**src/design/sbc_pkg.sv**
```systemverilog
// Package for the sphere/box collision pipeline.
// Register codes, reset values and shared widths; no dependencies.
package sbc_pkg;

  localparam int COORD_BITS_DEF = 24;
  localparam int REG_W    = 23;
  localparam int RAD_W    = 16;
  localparam int COEF_W   = 16;
  localparam int K_W      = 17;   // 32768 + bounce_coef
  localparam int D_W      = 17;   // box-to-centre offset, signed
  localparam int N_W      = 18;   // normal component, signed Q.16
  localparam int SQ_W     = 32;   // radicand of the distance root
  localparam int ROOT_W   = 16;
  localparam int QUO_W    = 17;
  localparam int IDX_W    = 8;

  typedef enum logic [IDX_W-1:0] {
    REG_X_HALF     = 8'd0,
    REG_BASE_Y     = 8'd1,
    REG_HEIGHT     = 8'd2,
    REG_HALF_THICK = 8'd3
  } reg_idx_t;

  localparam logic [REG_W-1:0] X_HALF_RST     = 23'd50000;
  localparam logic [REG_W-1:0] BASE_Y_RST     = 23'd50000;
  localparam logic [REG_W-1:0] HEIGHT_RST     = 23'd10000;
  localparam logic [REG_W-1:0] HALF_THICK_RST = 23'd300;

  localparam logic signed [N_W-1:0] N_ONE = 18'sd65536;

  typedef struct packed {
    logic [REG_W-1:0] x_half;
    logic [REG_W-1:0] base_y;
    logic [REG_W-1:0] height;
    logic [REG_W-1:0] half_thick;
  } box_cfg_t;

  typedef struct packed {
    logic en;    // whole pipeline advances
    logic vld;   // beat entering this section
  } pipe_ctl_t;

endpackage

```
**src/design/sbc_div.sv**
```systemverilog
// Pipelined three-lane restoring divider for the normal: |d|*2^16 / dist.
// One quotient bit per stage; quotient magnitude and sign out. Uses sbc_pkg.
module sbc_div import sbc_pkg::*; #(
  parameter int SIDE_W = 8
) (
  input  logic              clk,
  input  logic              rst_n,
  input  pipe_ctl_t         ctl,
  input  logic [3*D_W-1:0]  d_in,
  input  logic [ROOT_W-1:0] divisor,
  input  logic [SIDE_W-1:0] side_in,
  output logic              vld_o,
  output logic [3*QUO_W-1:0] quo_o,
  output logic [2:0]        neg_o,
  output logic [SIDE_W-1:0] side_o
);

  localparam int NS = QUO_W;

  logic              vld_r  [NS];
  logic [ROOT_W-1:0] rem_r  [NS][3];
  logic [QUO_W-1:0]  low_r  [NS][3];
  logic [QUO_W-1:0]  quo_r  [NS][3];
  logic [2:0]        neg_r  [NS];
  logic [ROOT_W-1:0] div_r  [NS];
  logic [SIDE_W-1:0] side_r [NS];

  for (genvar g = 0; g < NS; g++) begin : g_stage
    logic              vld_i;
    logic [ROOT_W-1:0] rem_i  [3];
    logic [QUO_W-1:0]  low_i  [3];
    logic [QUO_W-1:0]  quo_i  [3];
    logic [2:0]        neg_i;
    logic [ROOT_W-1:0] div_i;
    logic [SIDE_W-1:0] side_i;
    logic [ROOT_W:0]   remsh  [3];
    logic [ROOT_W-1:0] rem_nxt [3];
    logic [QUO_W-1:0]  quo_nxt [3];

    if (g == 0) begin : g_first
      logic [D_W-1:0] mag [3];
      always_comb begin
        for (int l = 0; l < 3; l++) begin
          neg_i[l] = d_in[l*D_W + D_W-1];
          mag[l]   = neg_i[l] ? (~d_in[l*D_W +: D_W] + 1'b1) : d_in[l*D_W +: D_W];
          // top dividend bits start the remainder, the rest shift in
          rem_i[l] = mag[l][D_W-1:1];
          low_i[l] = {mag[l][0], {(QUO_W-1){1'b0}}};
          quo_i[l] = '0;
        end
      end
      assign vld_i  = ctl.vld;
      assign div_i  = divisor;
      assign side_i = side_in;
    end else begin : g_next
      always_comb begin
        for (int l = 0; l < 3; l++) begin
          rem_i[l] = rem_r[g-1][l];
          low_i[l] = low_r[g-1][l];
          quo_i[l] = quo_r[g-1][l];
        end
      end
      assign vld_i  = vld_r[g-1];
      assign neg_i  = neg_r[g-1];
      assign div_i  = div_r[g-1];
      assign side_i = side_r[g-1];
    end

    always_comb begin
      for (int l = 0; l < 3; l++) begin
        remsh[l] = {rem_i[l], low_i[l][QUO_W-1]};
        if (remsh[l] >= {1'b0, div_i}) begin
          rem_nxt[l] = ROOT_W'(remsh[l] - {1'b0, div_i});
          quo_nxt[l] = {quo_i[l][QUO_W-2:0], 1'b1};
        end else begin
          rem_nxt[l] = remsh[l][ROOT_W-1:0];
          quo_nxt[l] = {quo_i[l][QUO_W-2:0], 1'b0};
        end
      end
    end

    always_ff @(posedge clk) begin
      if (!rst_n) vld_r[g] <= 1'b0;
      else if (ctl.en) vld_r[g] <= vld_i;
    end

    always_ff @(posedge clk) begin
      if (ctl.en) begin
        for (int l = 0; l < 3; l++) begin
          rem_r[g][l] <= rem_nxt[l];
          low_r[g][l] <= {low_i[l][QUO_W-2:0], 1'b0};
          quo_r[g][l] <= quo_nxt[l];
        end
        neg_r[g]  <= neg_i;
        div_r[g]  <= div_i;
        side_r[g] <= side_i;
      end
    end
  end

  assign vld_o  = vld_r[NS-1];
  assign quo_o  = {quo_r[NS-1][2], quo_r[NS-1][1], quo_r[NS-1][0]};
  assign neg_o  = neg_r[NS-1];
  assign side_o = side_r[NS-1];

endmodule

```
**config.mk**
```make
export PLATFORM = sky130hd
export DESIGN_NAME = sbc_div
export DESIGN_NICKNAME = d
export VERILOG_FILES = /design/src/design/sbc_pkg.sv /design/src/design/sbc_div.sv
export SDC_FILE = /design/constraint.sdc
export NUM_CORES = 2
export LEC_CHECK = 0
export ABC_CLOCK_PERIOD_IN_PS = 4900
export BUFFER_PORTS_ARGS = -buffer_cell sky130_fd_sc_hd__buf_2
export CORE_ASPECT_RATIO = 0.9
export CORE_UTILIZATION = 45
export DETAILED_ROUTE_END_ITERATION = 8
export GPL_TIMING_DRIVEN = 0
export PLACE_DENSITY = 0.69
export SYNTH_ARGS = -nofsm -noshare
export SYNTH_HDL_FRONTEND = slang
export SYNTH_SLANG_ARGS = --single-unit
```
**constraint.sdc**
```tcl
create_clock -name clk -period 4.9 [get_ports clk]
set_clock_uncertainty 0.15 [all_clocks]
set_input_delay 0.735 -clock clk [delete_from_list [all_inputs] [get_ports clk]]
set_output_delay 0.735 -clock clk [all_outputs]
set_load 0.02 [all_outputs]
```
======== Word-level counts from Yosys, hierarchy flattened ========
Memories as Yosys holds them, arrays and structs flattened.
Index checks and enable logic that the tools add are counted.
operators by class
  add/subtract/negate cells ............... 54
  magnitude comparators ................... 51
  multiplexer cells ....................... 127
  bitwise operators ....................... 20
operator list
  kind                     number
  $ge A17 B16 Y1           51
  $mux W16                 51
  $sub A16 B16 Y16         51
  $mux W1                  73
  $add A17 B1 Y17 const B  3
  $mux W17                 3
  $not A17 Y17             3
  $or A1 B1 Y1             17
word-level totals
  flip-flop bits (word level) ............. 0
  bits in writable memories ............... 2975
  input port bits ......................... 79
  output and inout bits ................... 63
  word-level logic and storage cells ...... 259
  memories ................................ 7
memories
  name         depth  width  read ports  clocked after memory_dff  wr ports  RTL line       source
  quo_r        17     51     17          0                         17        sbc_div.sv:23  logic [QUO_W-1:0] quo_r [NS][3];
  low_r        17     48     16          0                         17        sbc_div.sv:22  logic [QUO_W-1:0] low_r [NS][3];
  rem_r        17     48     16          0                         17        sbc_div.sv:21  logic [ROOT_W-1:0] rem_r [NS][3];
  div_r        17     16     16          0                         17        sbc_div.sv:25  logic [ROOT_W-1:0] div_r [NS];
  side_r       17     8      17          0                         17        sbc_div.sv:26  logic [SIDE_W-1:0] side_r [NS];
  neg_r        17     3      17          0                         17        sbc_div.sv:24  logic [2:0] neg_r [NS];
  +1 memories  --     --     --          --                        --        --

======== Logic depth before layout (Yosys ltp) ========
  word-level depth ........................ 5
  depth in mapped cells ................... 17
  gate-level depth less buffers ........... 15

======== Worst setup path after synthesis ========
Ideal clock, no wire load.
  kind .................................... input port to flip-flop
  from .................................... input d_in[6]
  to ...................................... memory rem_r[0][39] in the netlist's numbering, data pin
  library setup time ...................... 0.260 ns
  data arrival time ....................... 4.067 ns
  required time ........................... 4.490 ns
  setup slack ............................. 0.422 ns
  stages on the path ...................... 14
  buffers on the path ..................... 2
  cells stage by stage .................... or4_1 > or3_1 > nand2_1 > xnor2_1 > ha_1 > or2_2 > a21oi_1 > a211oi_2 > o41ai_4 > o31ai_1 > a221o_1 > buf_6 > buf_12 > mux2_4
RTL lines
  item             RTL line       source
  start, declared  sbc_div.sv:9   input logic [3*D_W-1:0] d_in,
  end, declared    sbc_div.sv:21

==> results by stage <==
Synth:
- The sequential element share of the synthesized area is 0.5313.
- For this run, asynchronously set or reset flops after synthesis account for 0.
- The unique cell type count in the Yosys netlist is 81.
- Synthesis handed over a netlist of 8128 instances.
- The flop and latch count out of synthesis is 1687.
- The number of enable-type register cells in the synthesized netlist is 1686.
- The most instantiated flip-flop cell in the synthesis netlist is edfxtp_1.
- The mapped netlist covers 95330 µm².
- Each instance of the synthesized netlist takes up on average 11.73 µm².
- The synthesized net count is 9071.
- The number of warning messages in the yosys log is 0.

Global routing:
- Across every metal layer, demand over resource in global routing totals 0.2251.
- The via count of the first global-routing pass was 61530.
- The number of antenna violations at the first check in global routing is 9.
- For this run the aggregate overflow at the end of global routing stands at 0.
- The first global-routing pass estimated 367.0 mm of wire.
- Entering global routing, the biggest net connects 192 pins.

Worst setup path:
- At the worst endpoint, the required time is 5.29 ns.
- Of all nets on the critical path, the largest fanout is 10.
- The setup path with the least slack is of type in2reg.
- The data arrival at the endpoint of the critical path is 4.96 ns.
- The startpoint type of the worst setup path is an input pin.
- The worst setup path is captured at a flip-flop.

Timing:
- The accumulated negative setup slack is 0 ns.
- For the pin with the worst max-slew slack, the measured transition is 1.190 ns.
- The worst hold slack is 0.05594 ns.
- The worst path needs 4.563 ns of the cycle, external delays included.
- The worst relative slew slack is 0.1997.
- The final count of hold timing violations is 0.
- The count of pins over their slew limit is 0.
- The maximum frequency from static timing analysis is 219.2 MHz.
- Setup repair after global routing left no endpoint under its margin.
- Dividing the final minimum period by the clock period gives 0.9311.
- In the post-route analysis, the smallest setup slack over all paths is 0.3375 ns.
- The final setup violation count is 0.

Cells and area:
- In the final layout, the multi-input gates occupy 42370 µm².
- The count of cells in the finished layout, fillers not included, comes to 11460.
- The fraction of final layout cells with drive strength greater than 1 is 0.09306.
- The area growth from synthesis to layout is 11.62%.
- The count of fill cells added during filler insertion is 18210.
- Across the whole layout, storage elements account for 50650 µm².
- The count of nets after finishing is 9430.

Die:
- The height of the die is 438.6 µm.
- After floorplanning, the core was divided into 159 placement rows.
- The initial utilization of the core area, before any placement, comes to 0.4551.
- The core region area is 209500 µm².
- The die covers 213700 µm².
- In this run the horizontal extent of the chip is 487.2 µm.
- 142 I/O pins were placed.

Place:
- At the end of routability-driven placement, the weighted congestion stood at 0.9556.
- The post-place setup slack is -0.2964 ns.
- The count of input and output buffers is 141.
- The HPWL reported at the end of detailed placement is 188.3 mm.
- The number of cells after detailed placement is 11100.

Clock tree:
- The maximum root-to-sink buffer count is 3.
- The buffer cell driving the clock tree root is clkbuf_16.
- The count of clock tree sinks is 1687.
- CTS built an H-tree with a depth of 4.
- TritonCTS built the clock tree.
- The number of clock buffers added by TritonCTS is 180.
- At the later pin of the worst-skew pair, clock insertion delay measures 0.85 ns.
- After clock tree synthesis, the clock-pin slew on the worst setup and hold paths is 0.07 ns.

Routing:
- Across all layers, the routed design uses 65570 vias.
- The wire length per cell is 21.43 µm.
- The number of nets with antenna violations after routing is 0.
- Before antenna repair, the detailed router went through 6 iterations.
- For this run, design rule violations remaining after detail routing come to 0.
- The ratio of routed vias to standard cells is 5.721.
- The detailed router finished its first iteration with 5769 violations.
- The total detailed-routing wirelength is 245.6 mm.

Power and ir drop:
- The reported leakage power is 40.94 nW.
- The worst-case IR drop observed on VDD is 0.3997 mV.
- The power density over the cells is 682.6 nW/µm².
- The completed layout was analyzed and its total power is 0.07264 W.

Status:
- The run finished with clean final reports.

Flow run:
- Across the run, the number of max-cap violations was 0.

Worst hold path:
- The classification of the worst-slack hold path is in2reg.
[through the flow]
stage | area (µm²) | utilization
after floorplan | 95330 | -
after global placement | 99560 | 0.4753
after detailed placement | 99880 | 0.4768
after CTS | 106400 | 0.5079
after global routing | 106400 | 0.5079
final | 106400 | 0.5079
[cell type report]
type,instances,share of cell area
flip-flops and latches,1687,0.4760
clock inverters,138,0.01576
diodes,3,0.00007055
multi-input cells,5836,0.3982
clock buffers,197,0.04313
plain buffers,142,0.005444
inverters,463,0.01633
repair buffers,177,0.01197
well taps,2817,0.03312
[layout by cell type (no fill, tap or decap), drive strengths merged, types with 42 or more instances in the layout]
cell type  Yosys  layout
a21oi        665     665
inv          463     472
o21a         177     177
mux2         269     269
o21ai        593     593
and3          58      58
edfxtp      1686    1686
nand3         82      82
or3           74      74
ha           816     816
or2           42      42
nand2b        91      91
nor3         114     114
xnor2        335     335
xor2         226     226
clkbuf       109     306
clkinv         0      85
a31oi         58      58
nand2        467     467
fa            48      48
a21o         157     157
o31ai         44      44
nor2b        131     131
o31a          94      94
nor2         632     632
nand4        126     126
buf           33     185
[registers in the layout, indices dropped and copies added (netlist names)]
name    flops
vld_r      17
neg_r      51
quo_r     459
side_r    136
div_r     256
rem_r     768
[cells by family (layout without fill, tap and decap cells)]
group                      count (synthesis)  after routing  synth area share
other                                      0              3                 0
and+or+nand+nor                         1947           1947           0.09768
buffers and inverters                    605           1117           0.02429
adders and majority gates                864            864            0.1172
muxes                                    280            280           0.03325
AOI/OAI and AO/OA                       2184           2184            0.1448
DFF                                     1687           1687            0.5313
xor gates and xnor gates                 561            561           0.05154
[cells in the mapped netlist (109+ instances only)]
| master | count | area [µm²] |
|---|---|---|
| edfxtp_1 | 1686 | 50630 |
| nor2_1 | 632 | 2372 |
| ha_1 | 816 | 10210 |
| nand4_1 | 126 | 788.3 |
| xor2_1 | 226 | 1979 |
| a21oi_1 | 661 | 3308 |
| nor2b_1 | 130 | 813.3 |
| inv_1 | 463 | 1738 |
| o21a_1 | 177 | 1329 |
| mux2_2 | 258 | 2905 |
| xnor2_1 | 335 | 2934 |
| o21ai_0 | 580 | 2903 |
| a21o_1 | 157 | 1179 |
| nand2_1 | 467 | 1753 |
| nor3_1 | 114 | 570.6 |
| clkbuf_1 | 109 | 409.1 |
[power breakdown]
part	switching (W)	total (W)	internal, W
Combinational	0.0193	0.0332	0.0139
Sequential	0.00296	0.0252	0.0223
Clock	0.00598	0.0143	0.00828
[layer usage]
metal  wire length, µm  GRT usage  vias up
met2            107900     0.3460     2061
met5                40          0        -
met1            115200     0.3271    31720
li1                  -          -    31420
met3             16290    0.03853      358
met4              6228    0.06088        6
[path summary, 6_finish.rpt]
| path | startpoint | to | slack, ns | cells after the start |
|---|---|---|---|---|
| min reg2reg | neg_r[10][1]$_DFFE_PP_ | neg_r[11][1]$_DFFE_PP_ | 0.25 | 0 |
| max reg2reg | div_r[0][209]$_DFFE_PP_ | quo_r[14][34]$_DFFE_PP_ | 0.44 | 10 |
| max | d_in[50] | rem_r[0][11]$_DFFE_PP_ | 0.34 | 17 |
| min | d_in[16] | neg_r[0][0]$_DFFE_PP_ | 0.06 | 1 |
[critical path: stages]
cell           delay, ns
dlygate4sd3_1       0.52
buf_2               0.10
clkbuf_1            0.28
clkbuf_2            0.28
nand2_1             0.07
o21ai_1             0.17
ha_1                0.30
nor2b_1             0.15
o31ai_1             0.39
a21oi_1             0.19
o41ai_2             0.48
o21ai_1             0.20
o21ai_2             0.27
and2_1              0.15
buf_2               0.21
buf_2               0.25
o21ai_0             0.18
[repair_timing]
item                                    4_1_cts  5_1_grt
hold buffers                                 25        0
endpoints found under the hold margin        25        0
setup buffers                                 0        0
endpoints found under the setup margin        0       13
gates resized for setup                       0        4
Note: power is estimated with default switching activity, not from simulation.
