### config.mk
export PLATFORM = sky130hd
export DESIGN_NAME = sbc_front
export DESIGN_NICKNAME = d
export VERILOG_FILES = /design/src/design/sbc_pkg.sv /design/src/design/sbc_front.sv
export SDC_FILE = /design/constraint.sdc
export NUM_CORES = 2
export LEC_CHECK = 0
export BUFFER_PORTS_ARGS = -buffer_cell sky130_fd_sc_hd__buf_2
export CORE_MARGIN = 4
export CORE_UTILIZATION = 55
export CTS_CLUSTER_SIZE = 28
export DETAILED_ROUTE_END_ITERATION = 8
export HOLD_SLACK_MARGIN = 0.05
export PLACE_DENSITY = 0.73
export SLEW_MARGIN = 15
export SYNTH_ARGS = -nofsm -noshare
export SYNTH_HDL_FRONTEND = slang
export SYNTH_SLANG_ARGS = --single-unit
### constraint.sdc
create_clock -name clk -period 15.6 [get_ports clk]
set_input_delay 0.78 -clock clk [delete_from_list [all_inputs] [get_ports clk]]
set_output_delay 0.78 -clock clk [all_outputs]
set_load 0.02 [all_outputs]
### src/design/sbc_pkg.sv
// Package for the sphere/box collision pipeline.
// Register codes, reset values and shared widths; no dependencies.
package sbc_pkg;

  localparam int COORD_BITS_DEF = 24;
  localparam int REG_W    = 23;
  localparam int RAD_W    = 16;
  localparam int COEF_W   = 16;
  localparam int K_W      = 17;   // 32768 + bounce_coef
  localparam int D_W      = 17;   // box-to-centre offset, signed
  localparam int N_W      = 18;   // normal component, signed Q.16
  localparam int SQ_W     = 32;   // radicand of the distance root
  localparam int ROOT_W   = 16;
  localparam int QUO_W    = 17;
  localparam int IDX_W    = 8;

  typedef enum logic [IDX_W-1:0] {
    REG_X_HALF     = 8'd0,
    REG_BASE_Y     = 8'd1,
    REG_HEIGHT     = 8'd2,
    REG_HALF_THICK = 8'd3
  } reg_idx_t;

  localparam logic [REG_W-1:0] X_HALF_RST     = 23'd50000;
  localparam logic [REG_W-1:0] BASE_Y_RST     = 23'd50000;
  localparam logic [REG_W-1:0] HEIGHT_RST     = 23'd10000;
  localparam logic [REG_W-1:0] HALF_THICK_RST = 23'd300;

  localparam logic signed [N_W-1:0] N_ONE = 18'sd65536;

  typedef struct packed {
    logic [REG_W-1:0] x_half;
    logic [REG_W-1:0] base_y;
    logic [REG_W-1:0] height;
    logic [REG_W-1:0] half_thick;
  } box_cfg_t;

  typedef struct packed {
    logic en;    // whole pipeline advances
    logic vld;   // beat entering this section
  } pipe_ctl_t;

endpackage

### src/design/sbc_front.sv
// Front section: box reject, offset to box, squared distance, inside normal.
// Three register stages; uses sbc_pkg.
module sbc_front import sbc_pkg::*; #(
  parameter int W = COORD_BITS_DEF
) (
  input  logic                 clk,
  input  logic                 rst_n,
  input  pipe_ctl_t            ctl,
  input  box_cfg_t             cfg,
  input  logic [3*W-1:0]       pos,
  input  logic [3*W-1:0]       vel,
  input  logic [RAD_W-1:0]     rad,
  input  logic [COEF_W-1:0]    coef,
  output logic                 vld_o,
  output logic [3*W-1:0]       pos_o,
  output logic [3*W-1:0]       vel_o,
  output logic [RAD_W-1:0]     rad_o,
  output logic [K_W-1:0]       k_o,
  output logic                 hit_o,
  output logic                 inside_o,
  output logic [3*D_W-1:0]     d_o,
  output logic [3*N_W-1:0]     nin_o,
  output logic [SQ_W-1:0]      dist2_o
);

  localparam int CW = ((W > 25) ? W : 25) + 3;

  // stage 1
  logic                  s1_vld_r, s2_vld_r, s3_vld_r;
  logic [3*W-1:0]        s1_pos_r, s2_pos_r, s3_pos_r;
  logic [3*W-1:0]        s1_vel_r, s2_vel_r, s3_vel_r;
  logic [RAD_W-1:0]      s1_rad_r, s2_rad_r, s3_rad_r;
  logic [K_W-1:0]        s1_k_r, s2_k_r, s3_k_r;
  logic                  s1_hit_r, s2_hit_r, s3_hit_r, s3_inside_r;
  logic [3*D_W-1:0]      s1_d_r, s2_d_r, s3_d_r;
  logic signed [CW-1:0]  s1_pen_r [3];
  logic [2:0]            s1_neg_r;
  logic [3*N_W-1:0]      s2_nin_r, s3_nin_r;
  logic [2*D_W-1:0]      s2_sq_r [3];
  logic [SQ_W-1:0]       s2_rr_r, s3_dist2_r;

  logic signed [CW-1:0]  pe [3];
  logic signed [CW-1:0]  lo [3];
  logic signed [CW-1:0]  hi [3];
  logic signed [CW-1:0]  cl [3];
  logic signed [CW-1:0]  dd [3];
  logic signed [CW-1:0]  re, hw_e, y0_e, h_e, ht_e, ty, ay, ax, az;
  logic                  hit1_nxt;
  logic [3*D_W-1:0]      d1_nxt;
  logic signed [CW-1:0]  pen_nxt [3];
  logic [2:0]            neg_nxt;

  always_comb begin
    re   = $signed({{(CW-RAD_W){1'b0}}, rad});
    hw_e = $signed({{(CW-REG_W){1'b0}}, cfg.x_half});
    y0_e = $signed({{(CW-REG_W){1'b0}}, cfg.base_y});
    h_e  = $signed({{(CW-REG_W){1'b0}}, cfg.height});
    ht_e = $signed({{(CW-REG_W){1'b0}}, cfg.half_thick});
    lo[0] = -hw_e;  hi[0] = hw_e;
    lo[1] = y0_e;   hi[1] = y0_e + h_e;
    lo[2] = -ht_e;  hi[2] = ht_e;
    hit1_nxt = 1'b1;
    d1_nxt   = '0;
    for (int i = 0; i < 3; i++) begin
      pe[i] = $signed({{(CW-W){pos[i*W+W-1]}}, pos[i*W +: W]});
      if ((pe[i] + re < lo[i]) || (pe[i] - re > hi[i])) hit1_nxt = 1'b0;
      cl[i] = (pe[i] < lo[i]) ? lo[i] : ((pe[i] > hi[i]) ? hi[i] : pe[i]);
      dd[i] = pe[i] - cl[i];
      d1_nxt[i*D_W +: D_W] = dd[i][D_W-1:0];
    end
    ax = pe[0][CW-1] ? -pe[0] : pe[0];
    az = pe[2][CW-1] ? -pe[2] : pe[2];
    ty = (pe[1] <<< 1) - (y0_e <<< 1) - h_e;
    ay = ty[CW-1] ? -ty : ty;
    pen_nxt[0] = (hw_e <<< 1) - (ax <<< 1);
    pen_nxt[1] = h_e - ay;
    pen_nxt[2] = (ht_e <<< 1) - (az <<< 1);
    neg_nxt[0] = pe[0][CW-1];
    neg_nxt[1] = ty[CW-1];
    neg_nxt[2] = pe[2][CW-1];
  end

  // stage 2: squares and face choice
  logic [3*N_W-1:0]      nin_nxt;
  logic signed [2*D_W-1:0] sq_nxt [3];
  always_comb begin
    nin_nxt = '0;
    if ((s1_pen_r[2] <= s1_pen_r[0]) && (s1_pen_r[2] <= s1_pen_r[1]))
      nin_nxt[2*N_W +: N_W] = s1_neg_r[2] ? -N_ONE : N_ONE;
    else if (s1_pen_r[0] <= s1_pen_r[1])
      nin_nxt[0 +: N_W] = s1_neg_r[0] ? -N_ONE : N_ONE;
    else
      nin_nxt[N_W +: N_W] = s1_neg_r[1] ? -N_ONE : N_ONE;
    for (int i = 0; i < 3; i++)
      sq_nxt[i] = $signed(s1_d_r[i*D_W +: D_W]) * $signed(s1_d_r[i*D_W +: D_W]);
  end

  // stage 3: distance test
  logic [2*D_W:0] dist2_nxt;
  always_comb begin
    dist2_nxt = {1'b0, s2_sq_r[0]} + {1'b0, s2_sq_r[1]} + {1'b0, s2_sq_r[2]};
  end

  always_ff @(posedge clk) begin
    if (!rst_n) begin
      s1_vld_r <= 1'b0;
      s2_vld_r <= 1'b0;
      s3_vld_r <= 1'b0;
    end else if (ctl.en) begin
      s1_vld_r <= ctl.vld;
      s2_vld_r <= s1_vld_r;
      s3_vld_r <= s2_vld_r;
    end
  end

  always_ff @(posedge clk) begin
    if (ctl.en) begin
      s1_pos_r <= pos;
      s1_vel_r <= vel;
      s1_rad_r <= rad;
      s1_k_r   <= K_W'(32768) + K_W'(coef);
      s1_hit_r <= hit1_nxt;
      s1_d_r   <= d1_nxt;
      s1_neg_r <= neg_nxt;
      for (int i = 0; i < 3; i++) s1_pen_r[i] <= pen_nxt[i];

      s2_pos_r <= s1_pos_r;
      s2_vel_r <= s1_vel_r;
      s2_rad_r <= s1_rad_r;
      s2_k_r   <= s1_k_r;
      s2_hit_r <= s1_hit_r;
      s2_d_r   <= s1_d_r;
      s2_nin_r <= nin_nxt;
      s2_rr_r  <= s1_rad_r * s1_rad_r;
      for (int i = 0; i < 3; i++) s2_sq_r[i] <= sq_nxt[i];

      s3_pos_r    <= s2_pos_r;
      s3_vel_r    <= s2_vel_r;
      s3_rad_r    <= s2_rad_r;
      s3_k_r      <= s2_k_r;
      s3_hit_r    <= s2_hit_r && (dist2_nxt < {3'b000, s2_rr_r});
      s3_inside_r <= (dist2_nxt == '0);
      s3_d_r      <= s2_d_r;
      s3_nin_r    <= s2_nin_r;
      s3_dist2_r  <= dist2_nxt[SQ_W-1:0];
    end
  end

  assign vld_o    = s3_vld_r;
  assign pos_o    = s3_pos_r;
  assign vel_o    = s3_vel_r;
  assign rad_o    = s3_rad_r;
  assign k_o      = s3_k_r;
  assign hit_o    = s3_hit_r;
  assign inside_o = s3_inside_r;
  assign d_o      = s3_d_r;
  assign nin_o    = s3_nin_r;
  assign dist2_o  = s3_dist2_r;

endmodule

* Word level (Yosys, flattened, before mapping)
Memory sizes are Yosys's and may differ from the RTL's.
Index checks and enable logic that the tools add are counted.
** Storage, ports and cells
- Register bits :: 866
- Latch bits :: 0
- Memory bits (writable) :: 186
- Bits in read-only memories :: 0
- Bits of input ports :: 272
- Memories kept :: 2
** Memories
- s2_sq_r :: depth 3, width 34, read ports 3, clocked after memory_dff 0, write ports 3, RTL line sbc_front.sv:39 : logic [2*D_W-1:0] s2_sq_r [3];
- s1_pen_r :: depth 3, width 28, read ports 3, clocked after memory_dff 0, write ports 3, RTL line sbc_front.sv:36 : logic signed [CW-1:0] s1_pen_r [3];
** Cells by class
- $add $sub $neg :: 23
- Multipliers :: 4
- Divide/modulo/power cells :: 0
- Order comparisons :: 16
- Equal/unequal tests :: 0
- Shift operators :: 0
- Mux-type cells :: 15
- Bitwise logic cells :: 1
- Reduce and logical (&&, ||, !) cells :: 9
** Operator list (count)
- $mul 17x17->34 :: 3
- $mux 17 :: 6
- $le 28x28->1 :: 3
- $add 24x17->25 :: 3
- $sub 24x17->25 :: 3
- $lt 24x28->1 :: 2
- $lt 25x28->1 :: 2
- $neg 23->28 :: 2
- $sub 25x28->28 :: 2
- $mux 18 :: 3
- $mux 27 :: 2
- $neg 24->27 :: 2
- $sub 17x17->17 :: 3
- $gt 25x24->1 :: 2
- $gt 24x24->1 :: 2
- $add 34x34->35 :: 1
- $add 35x34->35 :: 1
- $logic_not 35->1 :: 1
- $lt 35x32->1 :: 1
- $mul 16x16->32 :: 1
- $mux 28 :: 1
- $neg 27->28 :: 1
- $sub 24x28->28 :: 1
- $sub 26x24->27 :: 1
- 12 further kinds :: 19

* Longest topological paths before layout
- Word-level depth :: 5
- Mapped depth :: 43
- Gate-level depth less buffers :: 41

* Least setup slack after synthesis
OpenSTA, ideal clock, no wires.
- Path type :: in2reg
- Start :: in cfg[70] in the netlist's numbering
- End :: reg s1_d_r[16], data pin
- Library setup time :: 262 ps
- Arrival time :: 8264 ps
- Data required time :: 15338 ps
- Setup slack :: 7074 ps
- Cell stages on the path :: 43
- Path buffers :: 2
- Cell sequence :: inv_1 nand3_1 or3_1 or3_1 or3_1 or3_1 nand2b_1 nor4_1 and3_1 nand2_1 nor2_1 xnor2_1 ha_1 a21oi_1 nor2b_1 o21ai_0 nand2b_1 a21oi_1 [... 7 more ...] nand2_1 o21ai_0 ha_1 inv_1 fa_1 nand2_1 nand2_1 a21oi_1 o21ai_0 a21oi_1 o21ai_0 a21oi_1 o21ai_0 o41ai_1 nor2_1 a211oi_1 o21ai_0 xor2_1
** Between the ends
- Word-level cells in the longest chain between the ends :: 4
- Elaborated cells between the ends (all ways) :: 6
** Ends and longest elaborated chain
- start, declared :: RTL line sbc_front.sv:9 : input box_cfg_t cfg,
- $neg 23->28 or $gt 24x24->1 (tied branches) :: RTL line sbc_front.sv:59, sbc_front.sv:67
- $lt 24x28->1 or $mux 17 (tied branches) :: RTL line sbc_front.sv:67 : cl[i] = (pe[i] < lo[i]) ? lo[i] : ((pe[i] > hi[i]) ? hi[i] : pe[i]);
- $mux 17 * :: RTL line sbc_front.sv:67
- $sub 17x17->17 * :: RTL line sbc_front.sv:68 : dd[i] = pe[i] - cl[i];
- named net d1_nxt[16] :: RTL line sbc_front.sv:49 : logic [3*D_W-1:0] d1_nxt;
- end signal, assigned :: RTL line sbc_front.sv:123 : s1_d_r <= d1_nxt;
- end, declared :: RTL line sbc_front.sv:35 : logic [3*D_W-1:0] s1_d_r, s2_d_r, s3_d_r;
The timed path passes the listed nets; every way through them passes the cells marked *.
A chain may end at the register's enable or synchronous reset.

* Worst setup path in the final report
- Start :: in cfg[1] in the netlist's numbering
- End :: reg s1_d_r[50], data pin
** Between the ends
- Word-level cells in the longest chain between the ends :: 4
- Elaborated cells between the ends (all ways) :: 6
** Ends and longest elaborated chain (RTL line)
- $neg 23->28 or $gt 24x24->1 (tied branches) :: sbc_front.sv:61, sbc_front.sv:67
- $lt 24x28->1 or $mux 17 (tied branches) :: sbc_front.sv:67
- $mux 17 * :: sbc_front.sv:67
- $sub 17x17->17 * :: sbc_front.sv:68
- named net d1_nxt[50] :: sbc_front.sv:49
Marked as above.

==> impl_metrics.tcl <==
set metrics [dict create \
    htreeDepth 3 \
    grt.overflow.total 0 \
    place_congestion 0.9673 \
    syn_to_final_growth_pct 9.364 \
    setup_viol 0 \
    cp-startpoint "cfg[1]" \
    clk_path_buf_depth 3 \
    path_class "in2reg" \
    grt_pass1_vias 66420 \
    ff2ff_setup_slack_ns 7.44 \
    via_per_inst 5.586 \
    slew_headroom 0.1824 \
    cts-hold-fix-buffers 0 \
    coreArea_mm2 0.1672 \
    vias 64090 \
    clk_latency_ns 0.74 \
    max_stage_delay_ns 0.63 \
    synth_ff_type "edfxtp_1" \
    required_ns 16.09 \
    antenna_found_initial 47 \
    max_cap_viol_count 0 \
    min-delay-start "coef[7]" \
    tightest_slew_ns 1.215 \
    synth.distinct_cells 107 \
    setup_tns_ns 0 \
    die_x_um 418.5 \
    reg2reg_from "s1_d_r[37]" \
    dr.pass1.iters 6 \
    slew_viol_final 0 \
    clock-sinks 944 \
    clock.fmax_mhz 105.2 \
    fin_skew_ns 0.03547 \
    grt_pass1_wl_um 364500 \
    fin_nets 11540 \
    hold_end "s1_k_r[7]" \
    r2r-end "s2_sq_r[0][100]" \
    grt_max_degree 170 \
    syn_area_per_cell_um2 10.75 \
    period_minus_slack_ns 9.505 \
    yosys_warnings 0 \
    cp-end-kind "flop" \
    drt_iter0_markers 4211 \
    die_h_um 418.5 \
    hold_class "in2reg" \
    drive_gt1_frac 0.08906 \
    wire_per_inst_um 20.41 \
    ys_async_sr_fraction 0 \
    dp_hpwl_um 192100 \
    portBuffers 540 \
    path_clk_slew_ns 0.06 \
    row_count 150 \
    holdPathStages 1 \
    finalHoldViolCount 0 \
    die_area_mm2 0.1751 \
    ys_seq_area_frac 0.3056 \
    antenna_left 0 \
    crit_arrival_ns 9.99 \
    r2r_cells 25 \
    initial_core_util 0.5541 \
    critPathMaxFanout 24 \
    numCtsBuffers 101 \
    synth_edf_count 941 \
    cpMostUsedCell "o21ai_0" \
    drt_wl_total_um 234100 \
    status "finished, final reports clean" \
    cts_tree "built" \
    cp-start-kind "input port" \
    cts_root_buf "clkbuf_16" \
    postCtsSetupBuffers 0 \
    synth_area_mm2 0.09266 \
    cts_resized 0 \
    ys_seq_elements 944 \
    nFillCells 13710 \
    crit_slowest_cell "nor3_1" \
    drc_errors 0 \
    netlist_instances 8618 \
    period_share 0.6093 \
    rsz0062_at_grt "no" \
    ios 589 \
    grt.total_usage 0.2682 \
]
-- cells in the mapped netlist, drive strengths merged, types with 63 or more instances --
library cell / instances / area [µm²]
nor2b: 102 / 638.1
a21o: 175 / 1314
inv: 1514 / 5683
ha: 1059 / 13250
fa: 1049 / 21000
nor2: 428 / 1617
nand3: 109 / 550.5
nand4: 83 / 519.3
nor3: 109 / 550.5
xor2: 156 / 1366
o21ai: 269 / 1358
o21a: 87 / 653.1
a21oi: 418 / 2122
nand2: 498 / 1872
buf: 63 / 439.2
and2: 256 / 1602
clkbuf: 144 / 540.5
edfxtp: 941 / 28260
nand2b: 107 / 669.4
xnor2: 382 / 3346
-- how the worst max path moves through the flow --
stage	endpoint	slack [ns]	depth (start not counted)
2_1_floorplan	s1_d_r[16]	7.07	43
3_5_place_dp	s1_d_r[50]	5.51	39
3_3_place_gp	s1_d_r[50]	5.51	39
5_1_grt	s1_d_r[50]	5.34	39
4_1_cts	s1_d_r[50]	6.26	39
6_report	s1_d_r[50]	6.09	39
-- cell families (layout without fill, tap and decap cells) --
logic type	Yosys count	after routing	share of synthesized area
buffers and inverters	1723	2297	0.07199
other	2	80	0.00008105
DFF	944	944	0.3056
xor gates and xnor gates	538	538	0.05085
muxes	35	35	0.003875
and+or+nand+nor	1907	1907	0.1030
adders and majority gates	2110	2110	0.3699
AOI/OAI and AO/OA	1359	1359	0.09478
-- state kept, by name (all words and copies together) (netlist names), 6 cells and up --
register / flops
s1_k_r: 17
s1_rad_r: 16
k_o: 17
pos_o: 72
dist2_o: 32
s2_nin_r: 6
s1_pos_r: 72
vel_o: 72
s2_k_r: 17
s2_rr_r: 30
s2_vel_r: 72
s1_pen_r: 82
s2_rad_r: 16
d_o: 51
s2_d_r: 51
s1_d_r: 51
s2_pos_r: 72
nin_o: 6
s1_vel_r: 72
s2_sq_r: 96
rad_o: 16
-- critical path: cells and delay by family --
kind,cells,cell delay [ns]
xor+xnor,2,0.41
simple gates,13,3.90
fa+ha+maj,4,1.13
buf+inv,5,0.67
compound gates,15,3.07
-- layout by cell type (no fill, tap or decap), drive strengths merged, types with 15 or more instances in the layout --
cell / Yosys / routed
mux2i: 28 / 28
diode: 0 / 29
a221oi: 24 / 24
edfxtp: 941 / 941
inv: 1514 / 1524
o21ai: 269 / 269
nor4: 37 / 37
nor3: 109 / 109
o21a: 87 / 87
a21o: 175 / 175
a31oi: 25 / 25
bufinv: 0 / 16
nor2b: 102 / 102
nand2: 498 / 498
a211oi: 47 / 47
clkbuf: 144 / 110
buf: 63 / 594
o31ai: 30 / 30
nor3b: 15 / 15
a21boi: 33 / 33
xor2: 156 / 156
and2: 256 / 256
nor2: 428 / 428
o21bai: 61 / 61
a21oi: 418 / 418
ha: 1059 / 1059
xnor2: 382 / 382
or3: 50 / 50
o211ai: 25 / 25
nand2b: 107 / 107
nand3: 109 / 109
o41ai: 20 / 20
nand4: 83 / 83
conb: 2 / 51
and3: 34 / 34
fa: 1049 / 1049
or2: 25 / 25
clkinv: 2 / 46
-- cell type report --
class                      count  area (µm²)  area share
multi-input combinational   6000       57870      0.5711
sequential                   944       28320      0.2794
inverter                    1516        5690     0.05615
timing repair buffer         594        3168     0.03126
tap                         2204        2758     0.02721
clock buffer                 110        2561     0.02527
clock inverter                77       900.9    0.008890
antenna                       29       72.57   0.0007161
-- metal layers --
metal  vias up  global-route usage  part of all wire
met2      1927              0.4510              0.48
met5         -                   0           0.00079
met1     31650              0.3299              0.39
li1      29970                   -                 -
met3       511             0.04340             0.061
met4        26              0.1521             0.063
-- stage by stage --
stage	hold WS [ns]	cell area [µm²]	setup slack (ns)	std cells	utilization
after floorplan	0.4003	92840	7.074	8667	-
after global placement	0.4002	97800	5.514	11260	0.5849
after detailed placement	0.4045	97800	5.507	11260	0.5849
after CTS	0.1471	101300	6.259	11450	0.6056
after global routing	0.1810	101300	5.345	11460	0.6058
final	0.2180	101300	6.095	11470	0.6060
Power is not shown: default switching activity piles up to over one toggle a cycle in this logic, so the estimate is an artifact.
